--- config.mk ---
export PLATFORM = sky130hd
export DESIGN_NAME = annexb_nal_unit_splitter_flat
export DESIGN_NICKNAME = d
export VERILOG_FILES = /design/src/anxb_pkg.sv /design/src/anxb_if.sv /design/src/anxb_front.sv /design/src/anxb_fifo.sv /design/src/anxb_back.sv /design/src/annexb_nal_unit_splitter.sv /design/src/flat_wrapper.sv
export SDC_FILE = /design/constraint.sdc
export NUM_CORES = 1
export LEC_CHECK = 0
export CAP_MARGIN = 30
export CORE_AREA = 2 2 205 207
export DETAILED_ROUTE_END_ITERATION = 8
export DIE_AREA = 0 0 207 209
export DONT_BUFFER_PORTS = 1
export MAX_ROUTING_LAYER = met4
export PLACE_DENSITY_LB_ADDON = 0.1
export SKIP_LAST_GASP = 1
export SLEW_MARGIN = 10
export SYNTH_ARGS = -nofsm -noshare
export SYNTH_HDL_FRONTEND = slang
export SYNTH_SLANG_ARGS = --single-unit
--- constraint.sdc ---
create_clock -name clk -period 9.65 [get_ports clk]
set_input_delay 1.93 -clock clk [delete_from_list [all_inputs] [get_ports clk]]
set_output_delay 1.93 -clock clk [all_outputs]
set_load 0.02 [all_outputs]
--- src/anxb_pkg.sv ---
// ----------------------------------------------------------------------------
// anxb_pkg
// Shared types and constants of the Annex-B NAL unit splitter.
// ----------------------------------------------------------------------------
package anxb_pkg;

  // width of the internal byte counter and offsets
  localparam int OFFSET_BITS = 24;
  // width of the offset and size fields on the result channel
  localparam int FIELD_W     = 24;

  localparam logic [OFFSET_BITS-1:0] OFFSET_MAX = '1;

  localparam logic [2:0] CODE_SIZE_SHORT = 3'd3;
  localparam logic [2:0] CODE_SIZE_LONG  = 3'd4;

  // result queue between front and back
  localparam int FIFO_DEPTH = 4;
  localparam int FIFO_AW    = $clog2(FIFO_DEPTH);

  typedef logic [OFFSET_BITS-1:0] offset_t;
  typedef logic [FIELD_W-1:0]     field_t;

  typedef enum logic [1:0] {
    KIND_UNIT         = 2'd0,
    KIND_END_OK       = 2'd1,
    KIND_END_NO_CODE  = 2'd2,
    KIND_END_TOO_LONG = 2'd3
  } result_kind_t;

  // what one input byte leaves for the back end: a unit record, an end result, or both
  typedef struct packed {
    logic         has_rec;
    field_t       code_offset;
    logic [2:0]   code_size;
    field_t       payload_offset;
    field_t       payload_size;
    logic         has_end;
    result_kind_t end_kind;
  } entry_t;

endpackage

--- src/anxb_if.sv ---
// ----------------------------------------------------------------------------
// anxb_in_if / anxb_out_if
// Valid/ready channels for the byte stream and the result stream.
// ----------------------------------------------------------------------------
interface anxb_in_if;
  logic       valid;
  logic       ready;
  logic [7:0] data_byte;
  logic       stream_end;

  modport source (output valid, data_byte, stream_end, input ready);
  modport sink   (input valid, data_byte, stream_end, output ready);
endinterface

interface anxb_out_if;
  logic                   valid;
  logic                   ready;
  logic [1:0]             result_kind;
  anxb_pkg::field_t       code_offset;
  logic [2:0]             code_size;
  anxb_pkg::field_t       payload_offset;
  anxb_pkg::field_t       payload_size;
  logic                   final_result;

  modport source (output valid, result_kind, code_offset, code_size, payload_offset,
                  payload_size, final_result, input ready);
  modport sink   (input valid, result_kind, code_offset, code_size, payload_offset,
                  payload_size, final_result, output ready);
endinterface

--- src/anxb_front.sv ---
// ----------------------------------------------------------------------------
// anxb_front
// Scans the byte stream for start codes and builds unit records and end results.
// ----------------------------------------------------------------------------
module anxb_front (
  input  logic              clk,
  input  logic              rst,
  anxb_in_if.sink           stream,
  input  logic              fifo_full,
  output logic              push,
  output anxb_pkg::entry_t  entry
);

  localparam int OB = anxb_pkg::OFFSET_BITS;

  anxb_pkg::offset_t byte_position;
  logic [7:0]        recent0, recent1, recent2;
  logic [OB:0]       scan_start;
  logic              inside_unit;
  anxb_pkg::offset_t open_code_offset;
  logic [2:0]        open_code_size;
  logic              any_unit_emitted;
  logic              overflowed;

  logic              accept;
  logic              detect;
  logic              four_byte;
  anxb_pkg::offset_t coff;
  logic [2:0]        csz;
  anxb_pkg::offset_t open_poff;
  logic [OB:0]       stop;
  logic [OB:0]       psz;
  logic              overflowed_next;
  logic              rec;
  logic              any_next;

  assign stream.ready = !fifo_full;
  assign accept       = stream.valid && stream.ready;

  always_comb begin
    detect    = !overflowed && stream.data_byte == 8'd1 && recent0 == 8'd0 &&
                recent1 == 8'd0 && byte_position >= OB'(2);
    four_byte = recent2 == 8'd0 &&
                {2'b00, byte_position} >= ({1'b0, scan_start} + (OB+2)'(3));
    coff      = four_byte ? byte_position - OB'(3) : byte_position - OB'(2);
    csz       = four_byte ? anxb_pkg::CODE_SIZE_LONG : anxb_pkg::CODE_SIZE_SHORT;
    open_poff = open_code_offset + OB'(open_code_size);
    stop      = detect ? {1'b0, coff} : ({1'b0, byte_position} + (OB+1)'(1));
    psz       = stop - {1'b0, open_poff};
    overflowed_next = overflowed || byte_position == anxb_pkg::OFFSET_MAX;
    // a start code on the final byte opens an empty unit, so one record at most
    rec       = inside_unit && !overflowed && stop > {1'b0, open_poff} &&
                (detect || (stream.stream_end && !overflowed_next));
    any_next  = any_unit_emitted || rec;
  end

  always_comb begin
    entry.has_rec        = rec;
    entry.code_offset    = anxb_pkg::FIELD_W'(open_code_offset);
    entry.code_size      = open_code_size;
    entry.payload_offset = anxb_pkg::FIELD_W'(open_poff);
    entry.payload_size   = anxb_pkg::FIELD_W'(psz);
    entry.has_end        = stream.stream_end;
    priority if (overflowed_next) begin
      entry.end_kind = anxb_pkg::KIND_END_TOO_LONG;
    end else if (!any_next) begin
      entry.end_kind = anxb_pkg::KIND_END_NO_CODE;
    end else begin
      entry.end_kind = anxb_pkg::KIND_END_OK;
    end
  end

  assign push = accept && (rec || stream.stream_end);

  always_ff @(posedge clk) begin
    if (rst || (accept && stream.stream_end)) begin
      byte_position    <= '0;
      recent0          <= '1;
      recent1          <= '1;
      recent2          <= '1;
      scan_start       <= '0;
      inside_unit      <= 1'b0;
      open_code_offset <= '0;
      open_code_size   <= '0;
      any_unit_emitted <= 1'b0;
      overflowed       <= 1'b0;
    end else if (accept) begin
      any_unit_emitted <= any_next;
      if (!overflowed) begin
        if (detect) begin
          inside_unit      <= 1'b1;
          open_code_offset <= coff;
          open_code_size   <= csz;
          scan_start       <= {1'b0, byte_position} + (OB+1)'(1);
        end
        recent2 <= recent1;
        recent1 <= recent0;
        recent0 <= stream.data_byte;
        if (byte_position == anxb_pkg::OFFSET_MAX) begin
          overflowed <= 1'b1;
        end else begin
          byte_position <= byte_position + OB'(1);
        end
      end
    end
  end

endmodule

--- src/anxb_fifo.sv ---
// ----------------------------------------------------------------------------
// anxb_fifo
// Short queue of result entries between the scanner and the output stage.
// ----------------------------------------------------------------------------
module anxb_fifo (
  input  logic              clk,
  input  logic              rst,
  input  logic              push,
  input  anxb_pkg::entry_t  push_entry,
  input  logic              pop,
  output anxb_pkg::entry_t  head,
  output logic              full,
  output logic              empty
);

  localparam int AW = anxb_pkg::FIFO_AW;

  anxb_pkg::entry_t mem [anxb_pkg::FIFO_DEPTH];
  logic [AW-1:0]    wr_ptr;
  logic [AW-1:0]    rd_ptr;
  logic [AW:0]      count;

  assign full  = count == (AW+1)'(anxb_pkg::FIFO_DEPTH);
  assign empty = count == '0;
  assign head  = mem[rd_ptr];

  always_ff @(posedge clk) begin
    if (push) begin
      mem[wr_ptr] <= push_entry;
    end
  end

  always_ff @(posedge clk) begin
    if (rst) begin
      wr_ptr <= '0;
      rd_ptr <= '0;
      count  <= '0;
    end else begin
      if (push) begin
        wr_ptr <= wr_ptr + AW'(1);
      end
      if (pop) begin
        rd_ptr <= rd_ptr + AW'(1);
      end
      unique case ({push, pop})
        2'b10:   count <= count + (AW+1)'(1);
        2'b01:   count <= count - (AW+1)'(1);
        default: count <= count;
      endcase
    end
  end

endmodule

--- src/anxb_back.sv ---
// ----------------------------------------------------------------------------
// anxb_back
// Turns queued entries into result items, the unit record before the end result.
// ----------------------------------------------------------------------------
module anxb_back (
  input  logic              clk,
  input  logic              rst,
  input  anxb_pkg::entry_t  head,
  input  logic              empty,
  output logic              pop,
  anxb_out_if.source        result
);

  logic phase;          // record of the head entry already delivered
  logic show_rec;
  logic take;

  assign show_rec = head.has_rec && !phase;
  assign take     = result.valid && result.ready;
  assign pop      = take && !(show_rec && head.has_end);

  always_comb begin
    result.valid = !empty;
    if (show_rec) begin
      result.result_kind    = anxb_pkg::KIND_UNIT;
      result.code_offset    = head.code_offset;
      result.code_size      = head.code_size;
      result.payload_offset = head.payload_offset;
      result.payload_size   = head.payload_size;
      result.final_result   = 1'b0;
    end else begin
      result.result_kind    = head.end_kind;
      result.code_offset    = '0;
      result.code_size      = '0;
      result.payload_offset = '0;
      result.payload_size   = '0;
      result.final_result   = 1'b1;
    end
  end

  always_ff @(posedge clk) begin
    if (rst) begin
      phase <= 1'b0;
    end else if (take) begin
      phase <= show_rec && head.has_end;
    end
  end

endmodule

--- src/annexb_nal_unit_splitter.sv ---
// ----------------------------------------------------------------------------
// annexb_nal_unit_splitter
// Splits an Annex-B byte stream into NAL unit records.
// ----------------------------------------------------------------------------
// Usage:
//   stream : one byte per item, stream_end high on the final byte.
//   result : unit records (kind 0: start code offset/size, payload offset/size),
//            and after the final byte an end result with final_result high
//            (kind 1 ok, 2 no start code found, 3 stream longer than the
//            offset range).
//   One byte is taken every cycle while the queue is not full. A record is
//   queued as the byte that closes its unit is taken and offered on result
//   from there; the final byte may give two items, the record first.
//   The scanner and the output stage are parted by a four-entry queue; when
//   the receiver stalls the queue fills and stream.ready drops once it is
//   full. Bytes that produce no result never occupy the queue.
//   Reset (rst, synchronous) clears the scan state and empties the queue.
//   After the end result's byte is taken the scanner returns to its reset
//   state by itself, so the next stream may follow at once.
// ----------------------------------------------------------------------------
module annexb_nal_unit_splitter (
  input  logic        clk,
  input  logic        rst,
  anxb_in_if.sink     stream,
  anxb_out_if.source  result
);

  anxb_pkg::entry_t push_entry;
  anxb_pkg::entry_t head;
  logic             push;
  logic             pop;
  logic             full;
  logic             empty;

  anxb_front u_front (
    .clk       (clk),
    .rst       (rst),
    .stream    (stream),
    .fifo_full (full),
    .push      (push),
    .entry     (push_entry)
  );

  anxb_fifo u_fifo (
    .clk        (clk),
    .rst        (rst),
    .push       (push),
    .push_entry (push_entry),
    .pop        (pop),
    .head       (head),
    .full       (full),
    .empty      (empty)
  );

  anxb_back u_back (
    .clk    (clk),
    .rst    (rst),
    .head   (head),
    .empty  (empty),
    .pop    (pop),
    .result (result)
  );

endmodule

--- src/flat_wrapper.sv ---
// flat-port wrapper written by rule: the top's interface ports become plain ports
module annexb_nal_unit_splitter_flat 
  (clk, rst, stream_valid, stream_data_byte, stream_stream_end, stream_ready, result_valid, result_result_kind, result_code_offset, result_code_size, result_payload_offset, result_payload_size, result_final_result, result_ready);
  anxb_in_if stream_i ();
  anxb_out_if result_i ();
  input  logic clk;
  input  logic rst;
  input wire logic [$bits(stream_i.valid)-1:0] stream_valid;
  input wire logic [$bits(stream_i.data_byte)-1:0] stream_data_byte;
  input wire logic [$bits(stream_i.stream_end)-1:0] stream_stream_end;
  output wire logic [$bits(stream_i.ready)-1:0] stream_ready;
  output wire logic [$bits(result_i.valid)-1:0] result_valid;
  output wire logic [$bits(result_i.result_kind)-1:0] result_result_kind;
  output wire logic [$bits(result_i.code_offset)-1:0] result_code_offset;
  output wire logic [$bits(result_i.code_size)-1:0] result_code_size;
  output wire logic [$bits(result_i.payload_offset)-1:0] result_payload_offset;
  output wire logic [$bits(result_i.payload_size)-1:0] result_payload_size;
  output wire logic [$bits(result_i.final_result)-1:0] result_final_result;
  input wire logic [$bits(result_i.ready)-1:0] result_ready;
  assign stream_i.valid = stream_valid;
  assign stream_i.data_byte = stream_data_byte;
  assign stream_i.stream_end = stream_stream_end;
  assign stream_ready = stream_i.ready;
  assign result_valid = result_i.valid;
  assign result_result_kind = result_i.result_kind;
  assign result_code_offset = result_i.code_offset;
  assign result_code_size = result_i.code_size;
  assign result_payload_offset = result_i.payload_offset;
  assign result_payload_size = result_i.payload_size;
  assign result_final_result = result_i.final_result;
  assign result_i.ready = result_ready;
  annexb_nal_unit_splitter u_core (.clk(clk), .rst(rst), .stream(stream_i), .result(result_i));
endmodule
==> results of run 1 <==
## tightest hold or removal path, cell delays in order (launching register included)
cell	delay (ns)
dfxtp_1	0.31
nand2_1	0.06
a21oi_1	0.05
## through the flow
stage | setup WS (ns) | area (sq um) | total power, uW
2_1_floorplan | 1.85 | 20300 | 2790
3_3_place_gp | 1.74 | 20800 | 2950
3_5_place_dp | 1.62 | 20800 | 2970
4_1_cts | 1.55 | 22300 | 4680
5_1_grt | 0.939 | 22300 | 4810
6_report | 1.57 | 22300 | 4620
## power breakdown
group / switching, uW / leakage [uW] / internal [uW] / total, uW
clock: 701 / 0.000706 / 1000 / 1700
sequential: 48.8 / 0.00357 / 2030 / 2080
combinational: 511 / 0.00314 / 320 / 830
## sequential cells by signal (all words and copies together), names as in the netlist, named ones only
| signal | flops |
|---|---|
| u_core.u_fifo.count | 3 |
| u_core.u_front.scan_start | 25 |
| u_core.u_front.inside_unit | 1 |
| u_core.u_front.recent0 | 8 |
| u_core.u_front.recent2 | 8 |
| u_core.u_fifo.rd_ptr | 2 |
| u_core.u_front.overflowed | 1 |
| u_core.u_front.open_code_offset | 24 |
| u_core.u_front.byte_position | 24 |
| u_core.u_front.any_unit_emitted | 1 |
| u_core.u_fifo.wr_ptr | 2 |
| u_core.u_back.phase | 1 |
| u_core.u_front.open_code_size | 2 |
| u_core.u_fifo.mem | 312 |
| u_core.u_front.recent1 | 8 |
## layout make-up
| class | count | area [sq um] | share of cell area (%) |
|---|---|---|---|
| clock buffers | 59 | 1220 | 5.46 |
| well taps | 539 | 674 | 3.02 |
| flip-flops and latches | 424 | 11600 | 52.0 |
| clock inverters | 20 | 238 | 1.06 |
| multi-input cells | 1014 | 8140 | 36.4 |
| repair buffers | 18 | 253 | 1.13 |
| inverters | 53 | 199 | 0.891 |
## path summary, 6_finish.rpt
check | cells after the start | startpoint | to
worst max-delay path | 32 | u_core.u_front.scan_start[0] | u_core.u_fifo.count[2]
worst min-delay path | 2 | u_core.u_front.scan_start[24] | u_core.u_front.scan_start[24]
worst max register to register | 32 | u_core.u_front.scan_start[0] | u_core.u_fifo.count[2]
worst min register to register | 2 | u_core.u_front.scan_start[24] | u_core.u_front.scan_start[24]
## cells in the final DEF (no fill, tap or decap), drive strengths merged, types with 9 or more instances in the layout
master	Yosys	final
or3	18	18
xor2	73	73
dfxtp	112	112
mux2i	10	10
mux4	78	78
o21ai	44	44
nand2	136	136
a21o	11	11
clkinv	0	12
inv	53	55
clkbuf	54	59
a211oi	45	45
edfxtp	312	312
nor4	16	16
a21oi	58	58
and3	11	11
nor3	21	21
nor2b	81	81
ha	62	62
nand4	20	20
buf	36	18
and2	9	9
nand3	54	54
xnor2	74	74
nor2	128	128
## per-layer routing
layer / vias to the layer above / wire (um)
met5: - / 0
li1: 5743 / -
met3: 59 / 1670
met1: 5992 / 21100
met2: 210 / 21000
met4: 0 / 934
## logic make-up after synthesis
| group | count (synthesis) | synth area share, % |
|---|---|---|
| simple gates | 517 | 12.9 |
| flops | 424 | 57.1 |
| compound gates | 193 | 7.04 |
| xor+xnor | 147 | 6.33 |
| buf+inv | 143 | 3.03 |
| mux | 92 | 9.47 |
| fa+ha+maj | 65 | 4.11 |
==> results_dict.tcl, run 1 <==
set metrics [dict create \
    status "finished, final reports clean" \
    numCtsBuffers 45 \
    fin_util_pct 54.1 \
    synthCells 1581 \
    cts_sinks 424 \
    place_hpwl_um 30500 \
    use_met2_pct 33.2 \
    hp-class "reg2reg" \
    worst_ir_drop_vdd_mv 0.146 \
    hold_buffers 0 \
    r2r_setup_slack_ns 1.57 \
    tns_ns 0 \
    worst_setup_path_start_kind "flip-flop" \
    grt_max_degree 79 \
    grt_pass1_vias 11937 \
    grt_antenna_before_repair 0 \
    setup_viol 0 \
    start_util_pct 49.2 \
    fp.dieW_um 207 \
    synth_largest_area_cell "edfxtp_1" \
    avgViaCountPerCell 5.64 \
    post_drt_wl_per_cell_um 21.0 \
    antenna_cells 0 \
    cts_tree "built" \
    busiest_layer "met2" \
    portBuffers 0 \
    leakage_uw 0.00742 \
    finClkSkew_ns 0.0155 \
    synth_nets 1659 \
    period_share_pct 83.7 \
    placed_cells 2046 \
    end_kind "flip-flop" \
    hold_ws_ns 0.466 \
    tightestPinTransition_ns 1.00 \
    synth-main-ff-cell "edfxtp_1" \
    worstSkewPairLatency_ns 0.58 \
    slew_violations 0 \
    critPathTopFamily "simple AND/OR/NAND/NOR gates" \
    syn2layout_area_growth_pct 9.90 \
    synthArstFlopShare_pct 0 \
    power_density_mw_per_mm2 207 \
    synth_cell_type_count 70 \
    wirelength_um 44700 \
    cts-root-buf "clkbuf_16" \
    fillCellCount 3480 \
    cts_resized 0 \
    maxCapViolations 0 \
    rsz0062_at_grt "false" \
    timing.fmax_mhz 124 \
    gr-usage-met3_pct 3.47 \
    die_h_um 209 \
    clock_path_buffers 3 \
    layout.nets 1634 \
    critPathSlowestCell "o21ai_0" \
    post_cts_buffers 0 \
    path_max_fanout 12 \
    synth_area_leaders "edfxtp_1 (46%), dfxtp_1 (11%), mux4_2 (8.6%), ha_1 (3.8%), xnor2_1 (3.2%)" \
    cpMostUsedCell "ha_1" \
    synth_edf_count 312 \
    yosys-top-cells-count "edfxtp_1 (312), nand2_1 (136), nor2_1 (126)" \
    coreArea_sq_mm 0.0413 \
    path_clk_slew_ns 0.06 \
    synth_top_area_share_pct 46.1 \
    drc 0 \
    postRouteAntennaNets 0 \
    finalHoldViolations 0 \
    vias 12004 \
    critPathRequiredTime_ns 10.15 \
    critPathMaxStageDelay_ns 0.83 \
    dieArea_sq_mm 0.0433 \
    grt_overflow 0 \
    drt_iter0_drc 678 \
    rows 75 \
    io_pins 93 \
    worst-path-buf-inv 4 \
    detail_route.first_pass.iterations 6 \
    drive_above_1_share_pct 15.3 \
    fin_crit_ns 8.08 \
    yosys.cell_count.top_type "edfxtp_1" \
    yosysWarnings 0 \
    synth.cell_area_sq_mm 0.0203 \
    grt_pass1_wl_um 70200 \
    cts_max_level 2 \
    fin_cells 2127 \
    grt_use_met1_pct 30.1 \
    ys_seq_area_share_pct 57.1 \
    syn_avg_cell_area_sq_um 12.9 \
    path_class "reg2reg" \
    grt_use_total_pct 21.6 \
    gp_congestion 0.886 \
    cp.arrival_ns 8.58 \
    synth_seq_cells 424 \
    max_slew_margin_pct 32.5 \
]
Note: power is estimated with default switching activity, not from simulation.
==> run 2: changes to the inputs <==
--- a/config.mk
+++ b/config.mk
@@ -5,10 +5,11 @@
 export SDC_FILE = /design/constraint.sdc
 export NUM_CORES = 1
 export LEC_CHECK = 0
+export ABC_AREA = 1
 export CAP_MARGIN = 30
-export CORE_AREA = 2 2 205 207
+export CORE_AREA = 2 2 211 213
 export DETAILED_ROUTE_END_ITERATION = 8
-export DIE_AREA = 0 0 207 209
+export DIE_AREA = 0 0 213 215
 export DONT_BUFFER_PORTS = 1
 export MAX_ROUTING_LAYER = met4
 export PLACE_DENSITY_LB_ADDON = 0.1
==> constraint.sdc (replaced) <==
create_clock -name clk -period 6.49 [get_ports clk]
set_input_delay 1.298 -clock clk [delete_from_list [all_inputs] [get_ports clk]]
set_output_delay 1.298 -clock clk [all_outputs]
set_load 0.02 [all_outputs]
==> run 2 against run 1 <==
Against the previous run: critical path depth is 13 higher; die area rose by 5.9%; total power grew 74%; design area grew 9.4%; critical path type unchanged; routed wire length up 39%; fmax up 34%; setup slack got worse by 1.1 ns; sequential share of layout area decreased by 4.5 points; combinational power grew to 2.8 times the previous value.
==> results_dict.tcl, run 2 <==
set metrics [dict create \
    status "finished, final reports clean" \
    grt_antenna_before_repair 0 \
    grt_use_total_pct 28.0 \
    antenna_cells 0 \
    critPathMaxStageDelay_ns 0.38 \
    regMostFlops "u_core.u_fifo.mem" \
    critPathTopFamily "simple AND/OR/NAND/NOR gates" \
    io_pins 93 \
    synthCells 2423 \
    cts_max_level 2 \
    yosys.cell_count.top_type "nor2_1" \
    reg2reg_from "u_core.u_front.scan_start[0]" \
    start_util_pct 49.5 \
    rr_worst_depth 45 \
    grt_overflow 0 \
    finalPower_uw 8040 \
    path_max_fanout 9 \
    synth_seq_cells 424 \
    syn2layout_area_growth_pct 13.2 \
    finClkSkew_ns 0.0396 \
    max_slew_margin_pct 38.0 \
    end_kind "flip-flop" \
    avgViaCountPerCell 5.46 \
    gp_congestion 0.962 \
    register_area_sq_mm 0.0116 \
    place_hpwl_um 44800 \
    synth_area_leaders "edfxtp_1 (43%), dfxtp_1 (10%), nor2_1 (7.8%), nand2_1 (6.4%), o21ai_0 (5.2%)" \
    r2r-end "u_core.u_fifo.count[2]" \
    synth_edf_count 312 \
    fp.dieW_um 213 \
    layout.nets 2540 \
    largest_reg_flops 312 \
    whs_endpoint "u_core.u_fifo.count[0]" \
    clock_path_buffers 3 \
    place_area_sq_mm 0.0227 \
    maxCapViolations 0 \
    drt_iter0_drc 1362 \
    critPathSlowestCell "fa_1" \
    critPathRequiredTime_ns 6.93 \
    coreArea_sq_mm 0.0436 \
    multiInputGateArea_sq_mm 0.00889 \
    synth_cell_type_count 58 \
    fin_crit_ns 6.04 \
    design_area_sq_mm 0.0245 \
    grt_max_degree 97 \
    detail_route.first_pass.iterations 5 \
    setup_ws_ns 0.445 \
    syn_avg_cell_area_sq_um 8.91 \
    synth_nets 2501 \
    worst-path-buf-inv 8 \
    hold_start "u_core.u_fifo.count[0]" \
    worst_ir_drop_vdd_mv 0.234 \
    startpoint "u_core.u_front.scan_start[0]" \
    final_cell_mix "nor2_1 (437), nand2_1 (357), edfxtp_1 (312)" \
    path_clk_slew_ns 0.06 \
    synthArstFlopShare_pct 0 \
    grt_pass1_vias 15804 \
    fillCellCount 3947 \
    synth_top_area_share_pct 43.4 \
    dpl_worst_slack_ns 0.0177 \
    period_share_pct 93.1 \
    grt_pass1_wl_um 94800 \
    ys_seq_area_share_pct 53.8 \
    worst_setup_path_start_kind "flip-flop" \
    numCtsBuffers 45 \
    portBuffers 0 \
    leakage_uw 0.00965 \
    drc 0 \
    postRouteAntennaNets 0 \
    setup_viol 0 \
    worstSkewPairLatency_ns 0.58 \
    worstHoldPathCells 1 \
    wirelength_um 62100 \
    r2r_setup_slack_ns 0.45 \
    layout_commonest_cell "nor2_1" \
    post_drt_wl_per_cell_um 20.2 \
    vias 16809 \
    die_h_um 215 \
    timing.fmax_mhz 165 \
    finalHoldViolations 0 \
    synth_largest_area_cell "edfxtp_1" \
    slew_violations 0 \
    rsz0062_at_grt "true" \
    dieArea_sq_mm 0.0458 \
    synth.cell_area_sq_mm 0.0216 \
    cts-root-buf "clkbuf_16" \
    tightestPinTransition_ns 0.929 \
    hp-class "reg2reg" \
    top_regs "u_core.u_fifo.mem: 312 flops, u_core.u_front.scan_start: 25 flops" \
    cts_tree "built" \
    drive_above_1_share_pct 10.1 \
    cp.arrival_ns 6.48 \
    yosysWarnings 0 \
    path_class "reg2reg" \
    yosys-top-cells-count "nor2_1 (446), nand2_1 (366), edfxtp_1 (312)" \
    synth-main-ff-cell "edfxtp_1" \
    cts_sinks 424 \
    cpMostUsedCell "nand2_1" \
    rows 77 \
    power_density_mw_per_mm2 329 \
]
-- run 2: cell types whose count changed after synthesis, sizes merged, moves of 61 or more --
cell   previous run  this run
nor2            128       458
nand2           136       373
o21ai            44       229
inv              53       236
a21oi            58       171
nor2b            81         0
mux4             78         0
xnor2            74        13
-- run 2: metal layers --
metal | global-route usage [%] | routed length [um]
met1 | 39.0 | 28400
met2 | 42.9 | 28600
met4 | 8.30 | 1840
met3 | 3.77 | 3240
met5 | - | 0
-- run 2: cell type report --
cell class / instances / area share [%]
inverter: 240 / 3.69
timing repair buffer: 89 / 3.64
clock inverter: 14 / 0.737
sequential: 424 / 47.5
tap: 592 / 3.03
clock buffer: 60 / 5.05
multi-input combinational: 1662 / 36.4
-- run 2: how the worst max path moves through the flow --
| stage | endpoint | cells after the start |
|---|---|---|
| 5_1_grt | u_core.u_fifo.count[2] | 44 |
| 3_3_place_gp | u_core.u_fifo.count[2] | 42 |
| 4_1_cts | u_core.u_fifo.mem[0][3] | 41 |
| 6_report | u_core.u_fifo.count[2] | 45 |
| 3_5_place_dp | u_core.u_fifo.count[2] | 42 |
| 2_1_floorplan | u_core.u_fifo.mem[0][0] | 38 |
-- run 2: what timing repair did --
action,4_1_cts,5_1_grt
hold buffers,0,0
pin swaps,0,13
setup buffers,0,9
gates resized for setup,1,51
setup endpoints to repair,1,355
gates cloned,0,1
-- run 2: cells by family after synthesis --
logic type	synth area share [%]
compound gates	11.5
xor+xnor	4.13
fa+ha+maj	3.87
buf+inv	6.23
flops	53.8
simple gates	20.5
-- run 2: through the flow --
| stage | util (%) | hold WS (ns) | instances | TNS (ns) |
|---|---|---|---|---|
| after floorplan | - | 0.422 | 2423 | -151.39 |
| after global placement | 52.0 | 0.437 | 2996 | 0 |
| after detailed placement | 52.0 | 0.438 | 2996 | 0 |
| after CTS | 55.3 | 0.446 | 3070 | 0 |
| after global routing | 56.0 | 0.500 | 3081 | -1.38 |
| final | 56.0 | 0.447 | 3081 | 0 |
-- run 2: report_power, final --
part	switching, uW	internal [uW]
clock network	1020	1480
logic	1690	612
registers	119	3120
total	2830	5210
==> run 3: changes to the inputs <==
--- a/config.mk
+++ b/config.mk
@@ -5,11 +5,12 @@
 export SDC_FILE = /design/constraint.sdc
 export NUM_CORES = 1
 export LEC_CHECK = 0
-export ABC_AREA = 1
 export CAP_MARGIN = 30
-export CORE_AREA = 2 2 211 213
+export CELL_PAD_IN_SITES_DETAIL_PLACEMENT = 1
+export CELL_PAD_IN_SITES_GLOBAL_PLACEMENT = 2
+export CORE_AREA = 2 2 226 228
 export DETAILED_ROUTE_END_ITERATION = 8
-export DIE_AREA = 0 0 213 215
+export DIE_AREA = 0 0 228 230
 export DONT_BUFFER_PORTS = 1
 export MAX_ROUTING_LAYER = met4
 export PLACE_DENSITY_LB_ADDON = 0.1
==> run 3 against run 2 <==
Against the previous run: total power decreased by 14%; clock power shrank 2%; global-route usage decreased by 7.5 points; critical path depth shrank 10; first-iteration DRC count is 56% lower; critical endpoint unchanged.
==> results_dict.tcl, run 3 (synthesized netlist as in run 1, its figures left out) <==
set metrics [dict create \
    avgViaCountPerCell 5.24 \
    critPathSlowestCell "a211o_4" \
    coreArea_sq_mm 0.0499 \
    drt_iter0_drc 596 \
    dpl_worst_slack_ns -0.351 \
    finalHoldViolations 0 \
    grt_overflow 0 \
    wirelength_um 52100 \
    setup_viol 0 \
    vias 12761 \
    regMostFlops "u_core.u_fifo.mem" \
    final_cell_mix "edfxtp_1 (312), buf_4 (170), nand2_1 (132)" \
    setup_ws_ns 0.203 \
    fp.dieW_um 228 \
    fin_util_pct 48.6 \
    cts_tree "built" \
    die_h_um 230 \
    detail_route.first_pass.iterations 5 \
    worst_ir_drop_vdd_mv 0.193 \
    register_area_sq_mm 0.0116 \
    place_hpwl_um 38100 \
    cts-root-buf "clkbuf_16" \
    multiInputGateArea_sq_mm 0.00849 \
    status "finished, final reports clean" \
    end_kind "flip-flop" \
    cts_sinks 424 \
    timing.fmax_mhz 159 \
    portBuffers 0 \
    worstSkewPairLatency_ns 0.58 \
    rsz0062_at_grt "true" \
    gp_congestion 0.798 \
    antenna_cells 0 \
    path_clk_slew_ns 0.06 \
    layout.nets 1806 \
    fin_crit_ns 6.29 \
    drive_above_1_share_pct 26.6 \
    power_density_mw_per_mm2 285 \
    hold_ws_ns 0.468 \
    leakage_uw 0.00841 \
    worst-path-buf-inv 7 \
    path_max_fanout 4 \
    numCtsBuffers 45 \
    tightestPinTransition_ns 0.911 \
    postRouteAntennaNets 0 \
    critPathRequiredTime_ns 6.99 \
    path_class "reg2reg" \
    finClkSkew_ns 0.0180 \
    largest_reg_flops 312 \
    critPathMaxStageDelay_ns 0.35 \
    clock_path_buffers 3 \
    dieArea_sq_mm 0.0524 \
    grt_use_total_pct 20.6 \
    fillCellCount 5153 \
    slew_violations 0 \
    start_util_pct 40.8 \
    hp-class "reg2reg" \
    max_slew_margin_pct 39.2 \
    syn2layout_area_growth_pct 19.2 \
    cp.arrival_ns 6.79 \
    placed_cells 2344 \
    grt_pass1_vias 13614 \
    layout_commonest_cell "edfxtp_1" \
    drc 0 \
    io_pins 93 \
    maxCapViolations 0 \
    top_regs "u_core.u_fifo.mem: 312 flops, u_core.u_front.scan_start: 25 flops" \
    rows 82 \
    grt_antenna_before_repair 0 \
    grt_max_degree 79 \
    fin_cells 2434 \
    cts_max_level 2 \
    period_share_pct 96.9 \
    worst_setup_path_start_kind "flip-flop" \
    grt_pass1_wl_um 81300 \
    post_drt_wl_per_cell_um 21.4 \
    finalPower_uw 6900 \
    critPathTopFamily "simple AND/OR/NAND/NOR gates" \
]
-- run 3: worst min-delay path, stage by stage, from the launching register on --
cell     delay, ns
dfxtp_1       0.31
nand2_1       0.05
a21oi_1       0.05
-- run 3: routing by layer --
metal	routed length, um	up-vias	track usage, %
met4	976	0	5.23
met5	0	-	-
met2	25100	142	33.1
li1	-	6084	-
met1	24700	6480	28.0
met3	1310	55	2.24
-- run 3: worst paths after layout --
kind | from | to | slack, ns | depth (start not counted)
worst max register to register | u_core.u_front.scan_start[0] | u_core.u_fifo.count[2] | 0.20 | 35
worst max-delay path | u_core.u_front.scan_start[0] | u_core.u_fifo.count[2] | 0.20 | 35
worst min register to register | u_core.u_front.scan_start[24] | u_core.u_front.scan_start[24] | 0.47 | 2
worst min-delay path | u_core.u_front.scan_start[24] | u_core.u_front.scan_start[24] | 0.47 | 2
-- run 3: where the power goes --
part	switching, uW	internal (uW)
registers	56.5	3020
logic	813	553
clock network	1080	1370
-- run 3: cell type report --
| type | instances | area share [%] |
|---|---|---|
| clock buffers | 50 | 4.73 |
| clock inverters | 31 | 1.11 |
| flip-flops and latches | 424 | 48.0 |
| well taps | 672 | 3.47 |
| inverters | 53 | 0.821 |
| repair buffers | 190 | 6.87 |
| multi-input cells | 1014 | 35.0 |
-- run 3: timing repair --
| action | in CTS | in global routing |
|---|---|---|
| setup buffers | 5 | 6 |
| pin swaps | 32 | 32 |
| resized for setup | 25 | 51 |
| endpoints found under the hold margin | 0 | 0 |
| hold buffers | 0 | 0 |
| setup endpoints to repair | 338 | 346 |
-- run 3: metrics by stage --
| stage | setup TNS, ns | instance area (sq um) |
|---|---|---|
| final | 0 | 24200 |
| after global routing | -1.57 | 24200 |
| after CTS | 0 | 24000 |
| after detailed placement | -24.93 | 22400 |
| after global placement | -12.23 | 22300 |
| after floorplan | 0 | 20300 |
